### src/design/scc_pkg.sv
// ----------------------------------------------------------------------------
// scc_pkg
// Shared sizes, codes and types for the strongly connected component counter.
// ----------------------------------------------------------------------------
package scc_pkg;

    localparam int MAX_V  = 1024;
    localparam int MAX_E  = 4096;
    localparam int VW     = $clog2(MAX_V);
    localparam int EW     = $clog2(MAX_E);
    localparam int LW     = EW + 1;
    localparam int OW     = VW + 1;
    localparam int CFG_AW = 3;

    localparam logic [LW-1:0] NULL_LINK = LW'(MAX_E);
    localparam logic [OW-1:0] MAX_V_O   = OW'(MAX_V);

    localparam logic OP_LOAD  = 1'b0;
    localparam logic OP_START = 1'b1;

    localparam logic REG_VCOUNT = 1'b0;

    typedef logic [VW-1:0] vtx_t;
    typedef logic [LW-1:0] link_t;
    typedef logic [OW-1:0] ord_t;

    typedef struct packed {
        vtx_t  vtx;
        link_t link;
    } walk_t;

endpackage

### src/design/scc_apb.sv
// ----------------------------------------------------------------------------
// scc_apb
// APB register file holding the vertex count.
// ----------------------------------------------------------------------------
module scc_apb (
    input  logic                       clk,
    input  logic                       rst_n,
    input  logic                       psel,
    input  logic                       penable,
    input  logic                       pwrite,
    input  logic [scc_pkg::CFG_AW-1:0] paddr,
    input  logic [31:0]                pwdata,
    output logic [31:0]                prdata,
    output logic                       pready,
    output scc_pkg::ord_t              vertex_count
);

    scc_pkg::ord_t vcount_reg;
    scc_pkg::ord_t vcount_next;
    logic          sel_vcount;

    assign sel_vcount = (paddr[2] == scc_pkg::REG_VCOUNT);
    assign pready     = 1'b1;

    always_comb
    begin
        vcount_next = vcount_reg;
        if (psel && penable && pwrite && sel_vcount)
        begin
            vcount_next = pwdata[scc_pkg::OW-1:0];
        end
    end

    always_ff @(posedge clk or negedge rst_n)
    begin
        if (!rst_n)
        begin
            vcount_reg <= '0;
        end
        else
        begin
            vcount_reg <= vcount_next;
        end
    end

    assign prdata       = sel_vcount ? {{(32-scc_pkg::OW){1'b0}}, vcount_reg} : 32'd0;
    assign vertex_count = vcount_reg;

endmodule
### config.mk
export PLATFORM = sky130hd
export DESIGN_NAME = scc_apb
export DESIGN_NICKNAME = d
export VERILOG_FILES = /design/src/design/scc_pkg.sv /design/src/design/scc_apb.sv
export SDC_FILE = /design/constraint.sdc
export NUM_CORES = 1
export LEC_CHECK = 0
export BUFFER_PORTS_ARGS = -buffer_cell sky130_fd_sc_hd__buf_4
export CORE_MARGIN = 1
export CORE_UTILIZATION = 29
export CTS_CLUSTER_DIAMETER = 80
export DETAILED_ROUTE_END_ITERATION = 10
export GPL_TIMING_DRIVEN = 1
export HOLD_SLACK_MARGIN = 0.15
export PLACE_DENSITY = 0.75
export SLEW_MARGIN = 15
export SYNTH_ARGS = -nofsm -noshare
export SYNTH_HDL_FRONTEND = slang
export SYNTH_SLANG_ARGS = --single-unit
export TNS_END_PERCENT = 5
### constraint.sdc
create_clock -name clk -period 0.8 [get_ports clk]
set_input_delay 0.08 -clock clk [delete_from_list [all_inputs] [get_ports clk]]
set_output_delay 0.08 -clock clk [all_outputs]
set_load 0.005 [all_outputs]
==> results.md <==
* Most frequent cells in the layout: buf_4, conb_1, dfrtp_1
* Initial antenna violation count at 0
* Crit. End Element: primary output
* Top Ports at 84
* Total power at 2.12 mW
* Number of DRC markers in iteration 0 at 3
* Final hold slack at approximately 0.042 ns
* Final net count at 153
* Clock Skew at 0 ns
* Reg2reg setup slack at -0.19 ns
* Sequential power share at 0.357
* Beginning of the critical path: vertex_count[6]
* Endpoints failing setup at 30
* CP Launch Type: register
* CP Max Fanout at 2
* Yosys warns at 0
* Skew-Pair Late Insertion Delay at 0.26 ns
* CTS Hold Bufs at 1
* CTS Buf Count at 3
* WL final at 1430 um
* Hpwl dp at 1080 um
* Initial core utilization at 0.316
* Power share of the clock group at 0.173
* Area Growth Syn to Fin at 60.8%
* Clk buf depth at 2
* CTS H-tree lvls at 1
* Site Rows at 17
* Switching pwr at approximately 530 uW
* Lkg Pwr at 0.653 nW
* CTS tree: done
* Crit path time final at 0.999 ns
* All-layer global routing usage at 0.109
* Sequential-to-total area share from yosys stat at 0.383
* # port buffers at 38
* Worst min path class: in2reg
* Routability Congestion at 0.590
* RR Startpoint: vertex_count[6]
* Number of routed nets with antenna violations at 0
* Top-area cell type share of the netlist area at 0.383
* Critical path class: reg2out
* FF-to-FF End: vertex_count[6]
* Failing checks: negative setup slack
* Worst-path clk slew at 0.07 ns
* Worst EP arrival at 0.92 ns
* FF+latch count, synth at 11
* P_int at roughly 1.6 mW
* Synth Cell Area at 718 um2
* Vias at 531
* Critical path endpoint: prdata[6]
* Worst Setup Slack, final at -0.199 ns
* WP data required at 0.72 ns
* Root buf cell: clkbuf_4
* Routed vias/inst at approximately 3.8
* Tcrit/Tclk final at 1.25
* Top post-synthesis cells by area: dfrtp_1, buf_4, mux2_4
* Share of layout cells above drive strength 1 at 0.634
* Hold-critical path depth at 2
* Unique cell type count in the Yosys netlist at 10
* DR WL/cell at between 10 and 15 um
* DRC Markers at 0
* Flip-flop count of the largest register after layout at 11
* Power per cell area at roughly 1800 nW/um2
* Max_cap viols at 0
* Sw frac at 0.251
* Fmax at 1.00 GHz
* Max-slew violations at 0
* Vias in the first global route at about 470
* Die Width at 51.8 um
* Status: finished with violations
* Pre-antenna DRT Iters at 4
* Total gr overflow at 0
* Commonest non-fill, non-tap cell in the layout: buf_4
* Power share of the combinational group at 0.470
* Largest area contributor in the netlist: dfrtp_1
* Core Footprint at 2280 um2
* Mapped Cells at 60
* First-pass GRT wire length at 2020 um
* Final Hold Fails at 0
* Antenna diodes at 0
* Largest net degree at the start of global routing at 12
* Reg2Reg Depth at 3
* Synthesized area per cell at 12.0 um2
* CTS Sinks at 11
* Worst IR Drop VDD at 1.35 mV
* RSZ-0062 raised after global routing: yes
* Die area at between 2000 and 3000 um2
* Die Span Y at 51.8 um
==> per-layer routing <==
layer / share of wire / GRT usage
met3: 0.075 / 0.0526
met4: 0 / 0
met2: 0.56 / 0.212
met1: 0.37 / 0.110
met5: 0 / 0
==> synth_stat cells <==
| library cell | n |
|---|---|
| buf_4 | 22 |
| mux2_2 | 1 |
| nand4b_4 | 1 |
| dfrtp_1 | 11 |
| and2b_1 | 1 |
| conb_1 | 2 |
| buf_6 | 1 |
| mux2_4 | 10 |
| clkbuf_1 | 1 |
| nor2b_1 | 10 |
==> how the worst min path moves through the flow <==
stage / to / slack (ns) / from
after floorplan: vertex_count[0] / -0.22 / rst_n
after global placement: vertex_count[6] / -0.08 / rst_n
after detailed placement: vertex_count[0] / -0.08 / rst_n
after CTS: vertex_count[0] / 0.03 / pwdata[0]
after global routing: vertex_count[0] / 0.02 / pwdata[0]
final: vertex_count[0] / 0.04 / pwdata[0]
==> stage by stage <==
step | setup TNS [ns] | utilization | setup WS, ns | std cells | cell area, um2
global placement | -1.61 | 0.426 | -0.151 | 125 | 968
detailed placement | -1.70 | 0.426 | -0.161 | 125 | 968
finish | -4.09 | 0.507 | -0.199 | 140 | 1150
global route | -5.25 | 0.507 | -0.247 | 140 | 1150
CTS | -3.90 | 0.466 | -0.218 | 135 | 1060
floorplan | -0.0789 | - | -0.00789 | 80 | 793
==> repair_timing <==
action / in CTS / in global routing
buffers inserted: 5 / 5
endpoints found under the setup margin: 22 / 27
hold endpoints to repair: 22 / 11
pin swaps: 0 / 0
resized for setup: 4 / 13
==> cell type report <==
type	count	area, um2
repair buffers	52	443
flip-flops and latches	11	275
well taps	28	35.0
multi-input cells	45	375
clock buffers	4	26.3
fillers	219	1120
==> cells by family after synthesis <==
kind of cell,synth area share
buffers and inverters,0.251
DFF,0.383
muxes,0.225
other,0.0105
and+or+nand+nor,0.131
==> power by group through the flow <==
stage | registers (mW) | logic, mW | clock network, mW
6_report | 0.756 | 0.997 | 0.368
5_1_grt | 0.768 | 1.07 | 0.436
4_1_cts | 0.762 | 0.822 | 0.393
3_5_place_dp | 0.781 | 0.706 | 0
3_3_place_gp | 0.772 | 0.693 | 0
2_1_floorplan | 0.777 | 0.367 | 0
==> worst max-delay path: stages (launching register included) <==
cell and delay, ns:
dfrtp_1 0.40, nor2b_4 0.14, buf_6 0.11
(Power assumes the default switching activity.)
