**src/design/scc_ram.sv**
```systemverilog
// ----------------------------------------------------------------------------
// scc_ram
// Generic simple dual-port RAM, one write and one registered read port.
// ----------------------------------------------------------------------------
module scc_ram #(
    parameter int Width = 8,
    parameter int Depth = 16
) (
    input  logic                     clk,
    input  logic                     we,
    input  logic [$clog2(Depth)-1:0] waddr,
    input  logic [Width-1:0]         wdata,
    input  logic [$clog2(Depth)-1:0] raddr,
    output logic [Width-1:0]         rdata
);

    logic [Width-1:0] mem [Depth];

    always_ff @(posedge clk)
    begin
        if (we)
        begin
            mem[waddr] <= wdata;
        end
        rdata <= mem[raddr];
    end

endmodule

```
**config.mk**
```make
export PLATFORM = sky130hd
export DESIGN_NAME = scc_ram
export DESIGN_NICKNAME = d
export VERILOG_FILES = /design/src/design/scc_ram.sv
export SDC_FILE = /design/constraint.sdc
export NUM_CORES = 1
export LEC_CHECK = 0
export BUFFER_PORTS_ARGS = -buffer_cell sky130_fd_sc_hd__buf_2
export CAP_MARGIN = 30
export CORE_MARGIN = 5
export CORE_UTILIZATION = 50
export CTS_BUF_LIST = sky130_fd_sc_hd__clkbuf_8 sky130_fd_sc_hd__clkbuf_16
export DETAILED_ROUTE_END_ITERATION = 8
export MAX_ROUTING_LAYER = met4
export PLACE_DENSITY = 0.78
export SETUP_SLACK_MARGIN = 0.1
export SLEW_MARGIN = 20
export SYNTH_ARGS = -nofsm -noshare
export SYNTH_HDL_FRONTEND = slang
export SYNTH_SLANG_ARGS = --single-unit
```
**constraint.sdc**
```tcl
create_clock -name clk -period 3.7 [get_ports clk]
set_input_delay 0.185 -clock clk [delete_from_list [all_inputs] [get_ports clk]]
set_output_delay 0.185 -clock clk [all_outputs]
set_load 0.05 [all_outputs]
```
==> results by group, run 1 <==
Outcome
  – Result of the run: finished, final reports clean

Global route
  – Largest net degree at the start of global routing: 33
  – Global-route usage over all layers: ~18%
  – Number of global-route vias before repair: around 2600
  – Antenna violations before repair: 0
  – Overall overflow remaining after global route: 0
  – Wire length of the first global-routing pass: 15230 um

Synthesis
  – Area of the mapped netlist: 5147 um2
  – Synth Register Bits: 136
  – Avg Inst Size Synth: 22.48 um2
  – Mapped Cells: between 200 and 250
  – Total nets after synthesis: ~250
  – Sequential share of the synthesized area: 77.78%
  – Area share of the leading cell type in the synthesized netlist: between 70% and 80%
  – Yosys warning total: 0
  – Cell types occupying the most area after synthesis: edfxtp_1, mux4_2, mux4_1
  – Library cell occupying the most area in the post-synthesis netlist: edfxtp_1
  – Unique cell type count in the Yosys netlist: 19

Worst setup path
  – R2R Path End: rdata[5]
  – R2r worst-path depth: 3
  – R2R setup slack: between 2 and 2.5 ns
  – Crit end category: register
  – Crit Path Category: primary input to register
  – Endpoint arrival time on the critical path: ~2 ns
  – Required time worst endpoint: 4.09 ns
  – Reg2Reg Launch Point: mem[1][5]
  – Maximum fanout encountered on the critical timing path: 19
  – End point of the critical path: rdata[5]
  – Type of origin of the critical path: primary input
  – Startpoint of the most critical setup path: raddr[0]

Finish
  – Post-route standard cell area excluding fillers: 6023 um2
  – Syn-to-layout area delta: 17.02%
  – Count of nets after finishing: 286
  – Proportion of layout cells with a drive suffix above 1: 28.11%
  – Count of antenna diodes in the layout: 0

Min path
  – Path type of the worst min-delay path: primary input to register

STA
  – Total count of hold-check failures in the final report: 0
  – RSZ-0062 raised after global routing: no
  – Slew of the pin with the lowest slew margin: approximately 0.97 ns
  – Upper clock frequency limit: between 500 and 600 MHz
  – Skew final: 0.006924 ns
  – Final critical-path share of the clock period: 45.05%
  – Final critical delay including setup and external delays: between 1.5 and 2 ns
  – Final setup violation count: 0
  – Max-slew violation count: 0
  – Crit path setup slack, layout: around 2 ns
  – Final-layout setup total negative slack: 0 ns
  – Worst slew margin: a little over a third

Drt
  – DRC violation total after the first TritonRoute iteration: between 150 and 200
  – # DRC: 0
  – Via count normalized by instance count: between 5 and 6
  – Router iterations before antenna repair: 4
  – Final ANT Viol Nets: 0
  – Total Wirelength: around 10000 um
  – Average wire per standard cell: between 20 and 25 um
  – Vias after detailed routing: 2391

Floorplanning
  – Initial standard-cell utilization of the core: between 50% and 60%
  – Number of core rows: 37
  – Top-Level Pins: 26
  – Floorplan Core Area: slightly above 10000 um2
  – Chip height: ~110 um
  – Die width: between 100 and 150 um
  – Area of the die: 12420 um2

CTS
  – Cell chosen for the clock root: clkbuf_8
  – Clock Latency Late Sink: just over 0.5 ns
  – CTS Hold Buffers Added: 0
  – CTS Buffer Depth: 2
  – Clock tree from TritonCTS: built
  – Quantity of gates resized following cts: 0
  – CTS clk-pin slew, worst paths: about 0.06 ns
  – Inserted Clock Buffers: 17
  – Number of levels the H-tree was split into: 4
  – Sinks on Clock Net: 136
  – Number of setup buffers added after CTS: 0

Flow run
  – Reported max-cap violation count: 0

Placed design
  – Post-placement setup slack: 1.492 ns
  – Area of placed instances: 5391 um2
  – Placer's final routability congestion estimate: 0.7220
  – Post-DP HPWL: 5834 um
  – IO buf count: 25

Power
  – Power per standard cell area: between 600 and 700 nW/um2
  – IR Drop Worst-Case VDD: approximately 340 uV
  – Static power due to leakage: about 2.0 nW
## state kept, by name, indices dropped and copies added, names as in the netlist
name / count
mem: 128
rdata: 8
## layout make-up
class | instances | area, um2
Clock inverter | 15 | 210.2
Timing Repair Buffer | 30 | 162.7
Clock buffer | 17 | 414.1
Multi-Input combinational cell | 83 | 1062
Tap cell | 136 | 170.2
Fill cell | 719 | 4161
Sequential cell | 136 | 4004
## layout by cell type, fill, tap and decap left out, drive strengths merged
master and n:
a22oi 16, and2 1, and2b 1, buf 30, bufinv 5, clkbuf 17, clkinv 4, clkinvlp 4
dfxtp 8, edfxtp 128, inv 2, mux4 32, nand2 9, nand2b 2, nand3 1, nand3b 2
nor2 13, nor2b 1, nor3 4, or3b 1
## cell usage after synthesis
| master | instances |
|---|---|
| buf_2 | 3 |
| nor3_1 | 4 |
| nor2b_1 | 1 |
| or3b_2 | 1 |
| edfxtp_1 | 128 |
| nand3b_1 | 2 |
| mux4_1 | 14 |
| and2b_1 | 1 |
| buf_6 | 3 |
| a22oi_1 | 16 |
| and2_1 | 1 |
| mux4_2 | 18 |
| nor2_1 | 13 |
| nand2b_1 | 2 |
| dfxtp_1 | 8 |
| buf_4 | 1 |
| nand3_1 | 1 |
| clkdlybuf4s25_2 | 3 |
| nand2_1 | 9 |
## power breakdown
group	total [W]	internal (W)	switching, W
clock network	0.00175	0.00115	0.000600
registers	0.00174	0.00172	0.0000120
logic	0.000184	0.0000627	0.000122
total	0.00367	0.00294	0.000733
## cell families after synthesis
group,after synthesis,synth area share (%)
DFF,136,77.78
and+or+nand+nor,35,3.184
muxes,32,15.02
buffers and inverters,10,1.677
AOI/OAI and AO/OA,16,2.334
## how the worst min path moves through the flow
stage | startpoint | to | slack (ns) | cells past startpoint
6_report | wdata[5] | mem[4][5] | 0.06 | 1
5_1_grt | wdata[0] | mem[7][0] | 0.04 | 1
4_1_cts | wdata[5] | mem[9][5] | 0.04 | 1
3_5_place_dp | wdata[0] | mem[7][0] | 0.58 | 1
3_3_place_gp | wdata[0] | mem[6][0] | 0.57 | 1
2_1_floorplan | wdata[0] | mem[0][0] | 0.28 | 0
## critical path, stage by stage
cell and delay [ns]:
buf_2 0.48, buf_4 0.39, mux4_1 0.60, a22oi_1 0.27, nand2_1 0.10
## routing by layer
layer	GRT usage (%)	share of wire [%]	vias to the layer above	wire, um
met5	-	0	-	0
met4	7.543	1.7	0	171
met3	4.946	6.9	10	691
met2	27.26	52	106	5158
met1	22.00	40	1226	3994
li1	-	-	1049	-
## through the flow
| stage | power [W] | utilization [%] | hold slack, ns | cells |
|---|---|---|---|---|
| global placement | 0.001945 | 52.89 | 0.5672 | 384 |
| finish | 0.003671 | 59.14 | 0.05896 | 417 |
| floorplan | 0.001885 | - | 0.2839 | 229 |
| CTS | 0.003692 | 59.07 | 0.04034 | 416 |
| global route | 0.003789 | 59.14 | 0.04277 | 417 |
| detailed placement | 0.001951 | 52.94 | 0.5755 | 384 |
Power figures use the tool's default switching activity.
==> inputs of run 2 (changes only) <==
Settings changed: ABC_AREA from default to 1, PLACE_DENSITY 0.78 to 0.81.
Clock period 3.7 ns to 1.5 ns, I/O delays scaled along.
==> results by group, run 2 <==
Synthesis
  – Avg Inst Size Synth: 10.47 um2 (-53%)
  – Count leader, synth: nand2_1
  – Asr flop ratio synth: 0% (unchanged)
  – Cell types occupying the most area after synthesis: edfxtp_1, nand2_1, nand3_1
  – Most instantiated flip-flop cell in the synthesis netlist: edfxtp_1
  – Number of flops mapped to enable cells by yosys: 128 (unchanged)
  – Area share of the leading cell type in the synthesized netlist: 66.65% (-8.0 points)
  – Synth Register Bits: 136 (unchanged)
  – Yosys warning total: 0 (unchanged)
  – Total nets after synthesis: 569 (+130%)
  – Sequential share of the synthesized area: 69.43% (-8.4 points)
  – Mapped Cells: 551 (+140%)
  – Library cell occupying the most area in the post-synthesis netlist: edfxtp_1
  – Area of the mapped netlist: 5767 um2 (+12%)
  – Commonest cells post-synth: nand2_1, edfxtp_1, inv_1, nand3_1, nor2_1
  – Unique cell type count in the Yosys netlist: 12 (-7)

Global route
  – Global-route usage over all layers: 19.73% (+2.1 points)
  – Wire length of the first global-routing pass: 20550 um (+35%)
  – Largest net degree at the start of global routing: 65 (+97%)
  – Overall overflow remaining after global route: 0 (unchanged)
  – Number of global-route vias before repair: 3954 (+54%)
  – Antenna violations before repair: 0 (unchanged)

Worst setup path
  – R2R Path End: rdata[7]
  – Crit-path cells: buf_2
  – Crit end category: output pin
  – Critical path's slowest cell: dfxtp_1
  – Endpoint arrival time on the critical path: 1.04 ns (-1.01 ns)
  – Required time worst endpoint: 1.42 ns (-2.67 ns)
  – Type of origin of the critical path: register
  – R2r worst-path depth: 6 (+3)
  – Worst Path Buf+Inv: 1 (-1)
  – Reg2Reg Launch Point: mem[1][7]
  – Maximum fanout encountered on the critical timing path: 1 (-18)
  – Delay of the slowest cell on the worst path: 0.34 ns (-0.26 ns)
  – R2R setup slack: 0.46 ns (-1.87 ns)
  – Crit Path Category: register to output pin
  – Family with the most delay on the worst path: flip-flops

Finish
  – Largest registers: mem (128), rdata (8)
  – Most common cell after layout, fill and taps aside: nand2_1
  – Commonest non-fill, non-tap cells in the layout: nand2_1, edfxtp_1, inv_1, nand3_1, buf_2
  – Flip-flop count of the largest register, all copies and words added: 128 (unchanged)
  – Post-route standard cell area excluding fillers: 6803 um2 (+13%)
  – Count of nets after finishing: 613 (+110%)
  – Proportion of layout cells with a drive suffix above 1: 13.18% (-15 points)
  – Syn-to-layout area delta: 17.96%
  – Count of antenna diodes in the layout: 0 (unchanged)
  – Largest reg by FF count: mem

Drt
  – Router iterations before antenna repair: 6 (+2)
  – Via count normalized by instance count: 5.332 (-7.0%)
  – DRC violation total after the first TritonRoute iteration: 626 (+290%)
  – Average wire per standard cell: 17.29 um (-28%)
  – Total Wirelength: 12970 um (+30%)
  – # DRC: 0 (unchanged)
  – Vias after detailed routing: 3999 (+67%)
  – Final ANT Viol Nets: 0 (unchanged)

Floorplanning
  – Area of the die: 13780 um2 (+11%)
  – Top-Level Pins: 26 (unchanged)
  – Chip height: 117.4 um (+5.3%)
  – Floorplan Core Area: 11370 um2 (+12%)
  – Number of core rows: 39 (+5.4%)
  – Initial standard-cell utilization of the core: 50.72% (+0.18 points)
  – Die width: 117.4 um (+5.3%)

CTS
  – CTS Hold Buffers Added: 0 (unchanged)
  – CTS Buffer Depth: 2 (unchanged)
  – Quantity of gates resized following cts: 0 (unchanged)
  – Cell chosen for the clock root: clkbuf_16
  – Sinks on Clock Net: 136 (unchanged)
  – Clock Latency Late Sink: 0.43 ns (-0.08 ns)
  – Inserted Clock Buffers: 17 (unchanged)
  – Clock tree from TritonCTS: built
  – Number of levels the H-tree was split into: 4 (unchanged)
  – Number of setup buffers added after CTS: 0 (unchanged)
  – CTS clk-pin slew, worst paths: 0.06 ns (about the same)

Power
  – IR Drop Worst-Case VDD: 1283 uV (+280%)
  – Overall Power: 0.009512 W (+160%)
  – Power per standard cell area: 1398 nW/um2 (+130%)
  – Static power due to leakage: 2.965 nW (+47%)

Placed design
  – Placer's final routability congestion estimate: 0.8974 (+24%)
  – Post-DP HPWL: 7753 um (+33%)
  – IO buf count: 25 (unchanged)
  – Area of placed instances: 6147 um2 (+14%)

Min path
  – Path type of the worst min-delay path: primary input to register
  – Worst-case hold path end point: rdata[4]
  – Worst Hold Depth: 3 (+2)
  – Hold Startpoint: raddr[3]

Outcome
  – Result of the run: finished, final reports clean

STA
  – RSZ-0062 raised after global routing: no
  – Final critical-path share of the clock period: between 70 and 80%
  – Slew of the pin with the lowest slew margin: 0.3986 ns (-0.5748 ns)
  – Upper clock frequency limit: a little under 900 MHz
  – Final setup violation count: 0 (unchanged)
  – Total count of hold-check failures in the final report: 0 (unchanged)
  – Worst slew margin: 73.42% (+39 points)
  – Final-layout setup total negative slack: 0 ns (unchanged)
  – Final critical delay including setup and external delays: between 1 and 1.5 ns
  – Skew final: 0.009048 ns (+0.002124 ns)
  – Max-slew violation count: 0 (unchanged)

Flow run
  – Reported max-cap violation count: 0 (unchanged)
-- run 2: how the worst max path moves through the flow --
stage / cells after the start / slack (ns) / to / startpoint
3_5_place_dp: 8 / 0.27 / rdata[0] / raddr[0]
2_1_floorplan: 2 / 0.47 / mem[10][0] / waddr[2]
6_report: 1 / 0.38 / rdata[0] / rdata[0]
4_1_cts: 1 / 0.38 / rdata[0] / rdata[0]
5_1_grt: 1 / 0.37 / rdata[0] / rdata[0]
3_3_place_gp: 8 / 0.31 / rdata[0] / raddr[0]
-- run 2: per-layer routing --
layer,share of wire [%],vias to the layer above,track usage (%)
li1,-,1867,-
met2,50,219,31.44
met3,8.3,20,4.812
met5,0,-,-
met1,41,1893,25.02
met4,1.0,0,6.381
-- run 2: final cells by class --
cell class	count	area (um2)
Tap cell	143	178.9
Clock buffer	17	425.4
Multi-Input combinational cell	289	1214
Clock inverter	14	230.2
Fill cell	847	4567
Inverter	102	382.9
Sequential cell	136	4004
Timing Repair Buffer	49	367.9
-- run 2: stage by stage --
| stage | setup WS, ns | hold WS, ns | util [%] | instances |
|---|---|---|---|---|
| 2_1_floorplan | 0.4742 | 0.1739 | - | 551 |
| 3_3_place_gp | 0.3139 | 0.4378 | 54.07 | 719 |
| 4_1_cts | 0.3772 | 0.002016 | 59.83 | 750 |
| 6_report | 0.3826 | 0.01727 | 59.83 | 750 |
| 5_1_grt | 0.3733 | 0.04271 | 59.83 | 750 |
| 3_5_place_dp | 0.2719 | 0.4470 | 54.07 | 719 |
-- run 2: logic make-up after synthesis --
group         Yosys count  share of synthesized area (%)
flops                 136                          69.43
buf+inv               126                          9.525
simple gates          289                          21.05
-- run 2: worst register-to-register path, stage by stage, from the launching register on --
cell and delay, ns:
edfxtp_1 0.37, inv_1 0.06, nand2_1 0.05, nand3_1 0.11, nand3_1 0.09, nand3_1 0.18
nand2_1 0.07
-- run 2: power by group --
group / internal [W] / leakage (nW) / switching, W
Sequential: 0.00425 / 1.22 / 0.0000238
Combinational: 0.000170 / 1.44 / 0.000450
Clock: 0.00308 / 0.302 / 0.00153
==> inputs of run 3 (changes only) <==
Clock period 1.5 ns to 0.94 ns, I/O delays scaled along.
==> results by group, run 3 (synthesis results as in run 2) <==
Outcome
  – Result of the run: complete, but fails checks
  – Violated checks: negative setup slack

Drt
  – DRC violation total after the first TritonRoute iteration: 431 (-31%)
  – Final ANT Viol Nets: 0 (unchanged)
  – Router iterations before antenna repair: 5 (-1)
  – Via count normalized by instance count: 5.394 (+1.2%)
  – Vias after detailed routing: 4083 (+2.1%)
  – Average wire per standard cell: 18.76 um (+8.5%)
  – Total Wirelength: 14200 um (+9.5%)
  – # DRC: 0 (unchanged)

Worst setup path
  – Crit end category: register
  – R2R Path End: rdata[0]
  – Endpoint arrival time on the critical path: 1.31 ns (+0.27 ns)
  – Type of origin of the critical path: register
  – R2R setup slack: -0.06 ns (-0.52 ns)
  – Reg2Reg Launch Point: mem[9][0]
  – Startpoint of the most critical setup path: mem[9][0]
  – Required time worst endpoint: 1.26 ns (-0.16 ns)
  – R2r worst-path depth: 6 (unchanged)
  – Delay of the slowest cell on the worst path: 0.36 ns (+0.02 ns)
  – Critical path's slowest cell: edfxtp_1
  – Crit Path Category: register to register
  – Maximum fanout encountered on the critical timing path: 1 (unchanged)
  – Crit-path cells: inv_1, nand2_1, nand3_1, nand3_2, nand3_4, nand2_2

CTS
  – CTS clk-pin slew, worst paths: 0.06 ns (about the same)
  – Sinks on Clock Net: 136 (unchanged)
  – Inserted Clock Buffers: 17 (unchanged)
  – Clock Latency Late Sink: 0.43 ns (about the same)
  – Cell chosen for the clock root: clkbuf_16
  – CTS Buffer Depth: 2 (unchanged)
  – Number of levels the H-tree was split into: 4 (unchanged)
  – Number of setup buffers added after CTS: 0 (unchanged)
  – Clock tree from TritonCTS: built

Power
  – Clock Power Share: 44.5% (-4.1 points)
  – IR Drop Worst-Case VDD: 1668 uV (+30%)
  – Portion of total power attributed to sequential cells: 46.9% (+2.0 points)
  – Power per standard cell area: 2018 nW/um2 (+44%)
  – Switch Pwr: 0.003491 W (+74%)
  – Fraction of power spent switching nets: 23.91% (+2.8 points)
  – Static power due to leakage: 3.116 nW (+5.1%)
  – Overall Power: 0.01460 W (+54%)
  – Gate power share: 8.6% (+2.1 points)
  – Internal power: 0.01111 W (+48%)

Global route
  – Largest net degree at the start of global routing: 65 (unchanged)
  – Wire length of the first global-routing pass: 21830 um (+6.2%)
  – Antenna violations before repair: 0 (unchanged)
  – Global-route usage over all layers: 21.32% (+1.6 points)
  – Number of global-route vias before repair: 4024 (+1.8%)
  – Overall overflow remaining after global route: 0 (unchanged)

Min path
  – Hold Startpoint: wdata[7]
  – Worst-case hold path end point: mem[7][7]
  – Worst Hold Depth: 1 (-2)
  – Path type of the worst min-delay path: primary input to register

Finish
  – Post-route standard cell area excluding fillers: 7236 um2 (+6.4%)
  – Count of nets after finishing: 619 (+0.98%)
  – Count of antenna diodes in the layout: 0 (unchanged)
  – Largest registers: mem (128), rdata (8)
  – Post-Route Utilization: 63.64% (+3.8 points)
  – Commonest non-fill, non-tap cells in the layout: nand2_1, edfxtp_1, inv_1, nand3_1, nand3_2
  – Syn-to-layout area delta: 25.47%
  – Number of fill cells in the layout: 772 (-8.9%)
  – Proportion of layout cells with a drive suffix above 1: 27.20% (+14 points)
  – Largest reg by FF count: mem
  – Flip-flop count of the largest register, all copies and words added: 128 (unchanged)
  – Most common cell after layout, fill and taps aside: nand2_1

STA
  – Final critical-path share of the clock period: 106.1%
  – Worst hold slack: 0.03292 ns (+0.01564 ns)
  – Slew of the pin with the lowest slew margin: 0.5104 ns (+0.1117 ns)
  – Total count of hold-check failures in the final report: 0 (unchanged)
  – Upper clock frequency limit: around 1000 MHz
  – Final critical delay including setup and external delays: between 0.9 and 1 ns
  – Skew final: 0.01040 ns (+0.001351 ns)
  – Final setup violation count: 15 (+15)
  – Max-slew violation count: 0 (unchanged)
  – RSZ-0062 raised after global routing: yes
  – Worst slew margin: 65.94% (-7.5 points)
  – Crit path setup slack, layout: -0.05698 ns (-0.4396 ns)

Floorplanning
  – Number of core rows: 39 (unchanged)
  – Floorplan Core Area: 11370 um2 (unchanged)
  – Area of the die: 13780 um2 (unchanged)
  – Die width: 117.4 um (unchanged)
  – Top-Level Pins: 26 (unchanged)
  – Chip height: 117.4 um (unchanged)
  – Initial standard-cell utilization of the core: 50.72% (unchanged)

Placed design
  – Area of placed instances: 6270 um2 (+2.0%)
  – IO buf count: 25 (unchanged)
  – Placer's final routability congestion estimate: 0.8611 (-4.0%)
  – Post-placement setup slack: -0.1984 ns (-0.4704 ns)
  – Post-DP HPWL: 8541 um (+10%)

Flow run
  – Reported max-cap violation count: 0 (unchanged)
-- run 3: changes by cell type in the layout (fill, tap and decap cells not counted), sizes merged --
cell and delta:
buf +6, bufinv -4, clkinv +2, clkinvlp -2
inv +5
-- run 3: area by class of cell --
type | instances | area [um2] | area share [%]
well taps | 143 | 178.9 | 2.473
flip-flops and latches | 136 | 4014 | 55.47
inverters | 102 | 382.9 | 5.291
clock inverters | 15 | 152.6 | 2.110
multi-input cells | 289 | 1539 | 21.27
clock buffers | 17 | 425.4 | 5.879
repair buffers | 55 | 543.0 | 7.505
-- run 3: what timing repair did --
item,4_1_cts,5_1_grt
setup endpoints to repair,16,16
hold buffers,0,0
cloned,0,0
gates resized for setup,73,25
hold endpoints to repair,0,0
pin swaps,30,15
-- run 3: through the flow --
stage / TNS (ns) / instances
after floorplan: -2.342 / 551
after global placement: -10.38 / 725
after detailed placement: -14.20 / 725
after CTS: -0.2677 / 757
after global routing: -0.9517 / 757
final: -0.3405 / 757
-- run 3: worst max-delay path, delay by kind of cell, from the launching register on --
family                 cells  cell delay, ns
flip-flops                 1            0.36
AND/OR/NAND/NOR            5            0.47
buffers and inverters      1            0.06
-- run 3: worst max-delay path by stage --
stage | end
global placement | mem[5][3]
CTS | rdata[2]
global route | rdata[0]
finish | rdata[0]
detailed placement | rdata[0]
floorplan | mem[0][0]
-- run 3: power groups by stage --
stage / sequential, W / clock (W) / combinational (W)
detailed placement: 0.00695 / 0 / 0.00103
floorplan: 0.00708 / 0 / 0.000487
CTS: 0.00685 / 0.00653 / 0.00119
finish: 0.00685 / 0.00649 / 0.00126
global placement: 0.00694 / 0 / 0.000996
global route: 0.00686 / 0.00683 / 0.00134
-- run 3: per-layer routing --
layer	GRT usage, %	share of wire, %
met2	33.06	50
met1	25.91	38
met5	-	0
met4	11.17	3.6
met3	5.245	8.6
